--- config.mk ---
export PLATFORM = sky130hd
export DESIGN_NAME = tsq_seq
export DESIGN_NICKNAME = d
export VERILOG_FILES = /design/src/hw/rtl/tsq_pkg.sv /design/src/hw/rtl/tsq_seq.sv
export SDC_FILE = /design/constraint.sdc
export NUM_CORES = 1
export LEC_CHECK = 0
export BUFFER_PORTS_ARGS = -buffer_cell sky130_fd_sc_hd__buf_2
export CORE_MARGIN = 1.5
export CORE_UTILIZATION = 25
export DETAILED_ROUTE_END_ITERATION = 10
export PLACE_DENSITY_LB_ADDON = 0.3
export SLEW_MARGIN = 10
export SYNTH_ARGS = -nofsm -noshare
export SYNTH_HDL_FRONTEND = slang
export SYNTH_SLANG_ARGS = --single-unit
--- constraint.sdc ---
create_clock -name clk -period 2.81 [get_ports clk]
set_input_delay 0.562 -clock clk [delete_from_list [all_inputs] [get_ports clk]]
set_output_delay 0.562 -clock clk [all_outputs]
set_load 0.05 [all_outputs]
--- src/hw/rtl/tsq_pkg.sv ---
// Shared types and codes for the two-stack queue unit.
// No dependencies; used by the sequencer and the top level.
package tsq_pkg;

  // Width of one queue entry.
  localparam int DATA_W = 32;

  // Action codes carried on the input tuser.
  localparam logic ACT_ENQ = 1'b0;
  localparam logic ACT_DEQ = 1'b1;

  // Result status codes carried on the output tuser.
  typedef logic [1:0] status_t;
  localparam status_t STAT_OK    = 2'd0;
  localparam status_t STAT_FULL  = 2'd1;
  localparam status_t STAT_EMPTY = 2'd2;

  // One finished result handed from the sequencer to the output register.
  typedef struct packed {
    logic                    load;
    status_t                 status;
    logic [DATA_W-1:0]       data;
  } rslt_t;

endpackage

--- src/hw/rtl/tsq_seq.sv ---
// Sequencer of the two-stack queue: stack counts, transfer loop and pops.
// Depends on tsq_pkg; drives the address and write ports of both stack RAMs.
module tsq_seq #(
  parameter int DEPTH = 128
) (
  input  logic                             clk,
  input  logic                             rst,
  input  logic                             in_valid,
  output logic                             in_ready,
  input  logic                             in_action,
  input  logic [tsq_pkg::DATA_W-1:0]       in_data,
  input  logic                             out_free,
  output tsq_pkg::rslt_t                   rslt,
  // Input stack RAM.
  output logic                             istk_we,
  output logic [$clog2(DEPTH)-1:0]         istk_waddr,
  output logic [tsq_pkg::DATA_W-1:0]       istk_wdata,
  output logic [$clog2(DEPTH)-1:0]         istk_raddr,
  input  logic [tsq_pkg::DATA_W-1:0]       istk_rdata,
  // Output stack RAM.
  output logic                             ostk_we,
  output logic [$clog2(DEPTH)-1:0]         ostk_waddr,
  output logic [tsq_pkg::DATA_W-1:0]       ostk_wdata,
  output logic [$clog2(DEPTH)-1:0]         ostk_raddr,
  input  logic [tsq_pkg::DATA_W-1:0]       ostk_rdata
);

  localparam int AW = $clog2(DEPTH);
  localparam int CW = $clog2(DEPTH + 1);
  localparam logic [CW-1:0] FULL_CNT = CW'(DEPTH);

  typedef enum logic [3:0] {
    ST_IDLE     = 4'b0001,
    ST_XFER     = 4'b0010,
    ST_POP_RD   = 4'b0100,
    ST_POP_WAIT = 4'b1000
  } state_t;

  state_t        state, state_next;
  logic [CW-1:0] icnt, icnt_next;
  logic [CW-1:0] ocnt, ocnt_next;
  logic          pend, pend_next;
  logic [CW-1:0] icnt_m1, ocnt_m1;
  logic          accept;

  assign in_ready = (state == ST_IDLE) && out_free;
  assign accept   = in_valid && in_ready;
  assign icnt_m1  = icnt - 1'b1;
  assign ocnt_m1  = ocnt - 1'b1;

  // Next-state logic. During a transfer one entry is read from the input
  // stack each cycle and written to the output stack in the following cycle.
  always_comb begin
    state_next = state;
    icnt_next  = icnt;
    ocnt_next  = ocnt;
    pend_next  = pend;

    istk_we    = 1'b0;
    istk_waddr = icnt[AW-1:0];
    istk_wdata = in_data;
    istk_raddr = icnt_m1[AW-1:0];
    ostk_we    = 1'b0;
    ostk_waddr = ocnt[AW-1:0];
    ostk_wdata = istk_rdata;
    ostk_raddr = ocnt_m1[AW-1:0];

    rslt.load   = 1'b0;
    rslt.status = tsq_pkg::STAT_OK;
    rslt.data   = '0;

    unique case (state)
      ST_IDLE: begin
        if (accept) begin
          if (in_action == tsq_pkg::ACT_ENQ) begin
            rslt.load = 1'b1;
            if (icnt == FULL_CNT) begin
              rslt.status = tsq_pkg::STAT_FULL;
            end else begin
              istk_we   = 1'b1;
              icnt_next = icnt + 1'b1;
            end
          end else if (ocnt != '0) begin
            state_next = ST_POP_RD;
          end else if (icnt != '0) begin
            state_next = ST_XFER;
          end else begin
            rslt.load   = 1'b1;
            rslt.status = tsq_pkg::STAT_EMPTY;
          end
        end
      end
      ST_XFER: begin
        if (pend) begin
          ostk_we   = 1'b1;
          ocnt_next = ocnt + 1'b1;
        end
        pend_next = (icnt != '0);
        if (icnt != '0) begin
          icnt_next = icnt_m1;
        end else if (!pend) begin
          state_next = ST_POP_RD;
        end
      end
      ST_POP_RD: begin
        ocnt_next  = ocnt_m1;
        state_next = ST_POP_WAIT;
      end
      ST_POP_WAIT: begin
        rslt.load  = 1'b1;
        rslt.data  = ostk_rdata;
        state_next = ST_IDLE;
      end
      default: begin
        state_next = ST_IDLE;
      end
    endcase
  end

  // Control registers.
  always_ff @(posedge clk) begin
    if (rst) begin
      state <= ST_IDLE;
      icnt  <= '0;
      ocnt  <= '0;
      pend  <= 1'b0;
    end else begin
      state <= state_next;
      icnt  <= icnt_next;
      ocnt  <= ocnt_next;
      pend  <= pend_next;
    end
  end

endmodule

==> impl_metrics.env <==
export IMPL_syn_cell_area_sq_um=2265
export IMPL_setup_tns_ns=0
export IMPL_synthXorXnorAreaFrac=0.06961
export IMPL_nets=426
export IMPL_ir_drop_v=0.0001025
export IMPL_grt_max_degree=34
export IMPL_yosys_warnings=0
export IMPL_drc=0
export IMPL_syn_inst=299
export IMPL_ys_seq_area_frac=0.1856
export IMPL_multiInputGateArea_sq_um=1191
export IMPL_wl_per_cell_um=14.40
export IMPL_slew_headroom=0.5261
export IMPL_worst_pin_slew_ns=0.7010
export IMPL_synthSimpleGateAreaFrac=0.2851
export IMPL_async_reset_ff_frac=0
export IMPL_finClkSkew_ns=0.007654
export IMPL_syn_nets=406
export IMPL_synth_top_family_by_area="buffers and inverters"
export IMPL_ctsRootBufferMaster="clkbuf_8"
export IMPL_hold_viol=0
export IMPL_place_congestion=0.7692
export IMPL_highest_layer="met4"
export IMPL_areaGrowthSynthToFinish_pct=4.862
export IMPL_cp_start_kind="register"
export IMPL_drt_met1_wl_mm=2.365
export IMPL_critPathKind="reg2out"
export IMPL_synth_compound_area_frac=0.1160
export IMPL_r2r_end="icnt[2]"
export IMPL_yosysUniqueCellTypes=45
export IMPL_cts_buffers=3
export IMPL_grt_pass1_wl_mm=9.542
export IMPL_n_antenna_cell=0
export IMPL_fp_row_count=34
export IMPL_required_ns=2.25
export IMPL_ant_nets=0
export IMPL_hold_end="ocnt[7]"
export IMPL_total_power_uw=671.9
export IMPL_cts_sinks=21
export IMPL_critPathArrivalTime_ns=2.11
export IMPL_cts_tree="built"
export IMPL_hpwl_mm=4.857
export IMPL_synth_seq_cells=21
export IMPL_initial_core_util=0.2584
export IMPL_overflow=0
export IMPL_drv_cap=0
export IMPL_clkLatencyLatePin_ns=0.27
export IMPL_drive_gt1_frac=0.3774
export IMPL_cellPowerDensity_nw_per_um2=282.9
export IMPL_slew_viol_final=0
export IMPL_cts_setup_buffers=0
export IMPL_core_area_sq_um=8763
export IMPL_hold_path_depth=2
export IMPL_seqCellArea_sq_um=420.4
export IMPL_min_period_over_period=0.9518
export IMPL_yosys_mux_area_fraction=0.009392
export IMPL_outcome="completed"
export IMPL_rsz0062_at_grt="no"
export IMPL_hold_start="ocnt[7]"
export IMPL_first_pass_iters=4
export IMPL_synth_edf_count=0
export IMPL_yosys_area_share_adder=0.03315
export IMPL_die_width_um=98.18
export IMPL_clock_fmax_mhz=373.9
export IMPL_drt_total_wl_mm=6.135
export IMPL_antenna_found_initial=0
export IMPL_dr_wl_met2_mm=3.111
export IMPL_io_buffers=102
export IMPL_fin_crit_ns=2.675
export IMPL_die_area_sq_um=9638
export IMPL_postSynth_topFlopCell="dfxtp_1"
export IMPL_die_h_um=98.18
export IMPL_num_vias=1968
export IMPL_r2r_setup_slack_ns=0.68
export IMPL_setup_viol=0
export IMPL_io_pins=231
export IMPL_drtIter0Drc=109
export IMPL_hp_class="reg2reg"
export IMPL_reg2reg_depth=4
export IMPL_cts_clk_slew_worst_paths_ns=0.09
export IMPL_rr_startpoint="state[1]"
export IMPL_setup_worst_path_end_class="output port"
export IMPL_crit_fanout=8
export IMPL_ctsLongestPathBuffers=2
export IMPL_nFillCells=1010
export IMPL_syn_area_per_cell_sq_um=7.574
export IMPL_grt_pass1_vias=1887
export IMPL_p_leak_uw=0.001151
export IMPL_viasPerCell=4.620
export IMPL_h_tree_depth=1
export IMPL_cts_hold_buf=0
export IMPL_dr_wl_met3_um=471
export IMPL_gr_usage_all_layers=0.1228
-- final cells by class --
type                       instances  share of cell area
clock buffer                       3             0.01739
clock inverter                     1            0.002107
inverter                           9             0.01423
multi-input combinational        177              0.5016
sequential                        21              0.1770
tap                              108             0.05690
timing repair buffer             107              0.2308
-- layout by cell type, fill, tap and decap left out, drive strengths merged, types with 4 or more instances in the layout --
master | netlist | routed
a211oi | 4 | 4
a21oi | 12 | 12
and2 | 35 | 35
buf | 81 | 107
dfxtp | 21 | 21
ha | 6 | 6
inv | 9 | 9
nand2 | 16 | 16
nand3 | 7 | 7
nand4b | 4 | 4
nor2 | 19 | 19
nor3 | 8 | 8
nor4b | 4 | 4
o21ai | 9 | 9
or3 | 4 | 4
xnor2 | 11 | 11
xor2 | 7 | 7
-- worst max path at each step --
stage	from	endpoint	slack, ns	cells past startpoint
final	ocnt[2]	rslt[34]	0.14	6
after CTS	ocnt[2]	rslt[34]	0.08	6
after global placement	ocnt[2]	rslt[34]	0.34	6
after floorplan	icnt[0]	rslt[33]	0.17	5
after detailed placement	ocnt[3]	rslt[34]	0.26	6
after global routing	icnt[5]	rslt[34]	0.003	6
-- synthesized netlist by cell type (2+ instances only) --
| cell type | n | area share |
|---|---|---|
| nor3_1 | 8 | 0.018 |
| nand2_1 | 16 | 0.027 |
| nor4b_1 | 2 | 0.0077 |
| a32oi_1 | 2 | 0.0077 |
| inv_1 | 9 | 0.015 |
| ha_1 | 6 | 0.033 |
| and2_1 | 35 | 0.097 |
| o31ai_1 | 3 | 0.0099 |
| nand3_1 | 7 | 0.015 |
| a21oi_1 | 12 | 0.027 |
| xor2_1 | 7 | 0.027 |
| or3_1 | 4 | 0.011 |
| dfxtp_1 | 21 | 0.19 |
| a31oi_1 | 2 | 0.0055 |
| nand4_1 | 3 | 0.0083 |
| and3_1 | 3 | 0.0083 |
| a211oi_1 | 4 | 0.013 |
| nand4b_1 | 4 | 0.015 |
| clkbuf_1 | 11 | 0.018 |
| xnor2_1 | 11 | 0.043 |
| buf_4 | 78 | 0.26 |
| nor2_1 | 19 | 0.031 |
| o21ai_0 | 9 | 0.020 |
| buf_2 | 2 | 0.0044 |
-- flip-flops by register name (all words and copies together) (netlist names) --
name   cells
ocnt       8
pend       1
icnt       8
state      4
-- kinds of logic after synthesis --
kind of cell               Yosys count
and+or+nand+nor                    111
buffers and inverters              101
AOI/OAI and AO/OA                   40
DFF                                 21
xor gates and xnor gates            18
adders and majority gates            6
muxes                                2
-- timing repair --
item / 4_1_cts / 5_1_grt
setup endpoints to repair: 1 / 1
pin swaps: 0 / 0
gates resized for setup: 1 / 1
hold endpoints to repair: 0 / 0
gates cloned: 0 / 0
-- routing by layer --
metal,vias up,global-route usage
met2,83,0.2202
li1,961,-
met3,30,0.03364
met5,-,0
met1,894,0.1346
met4,0,0.05525
-- power by group --
part / total (uW) / internal, uW / switching (uW)
Clock: 218 / 99.3 / 118
Combinational: 152 / 50.3 / 102
Sequential: 302 / 300 / 2.87
Total: 672 / 449 / 223
-- worst max-delay path, cell delays in order (launching register included) --
cell and delay (ns):
dfxtp_1 0.42, nor4_4 0.38, nand4bb_1 0.20, or2_2 0.34, nand2_1 0.08, a41o_1 0.16, buf_2 0.26
-- per-stage QoR --
stage	setup WS, ns	util	instances	instance area [sq um]	hold slack, ns
finish	0.1355	0.2710	426	2375	0.5237
global route	0.002737	0.2710	426	2375	0.5766
CTS	0.07548	0.2700	426	2366	0.5411
detailed placement	0.2638	0.2640	422	2313	0.5176
global placement	0.3361	0.2640	422	2313	0.5120
floorplan	0.1666	-	299	2272	0.4763
Power figures use the tool's default switching activity.
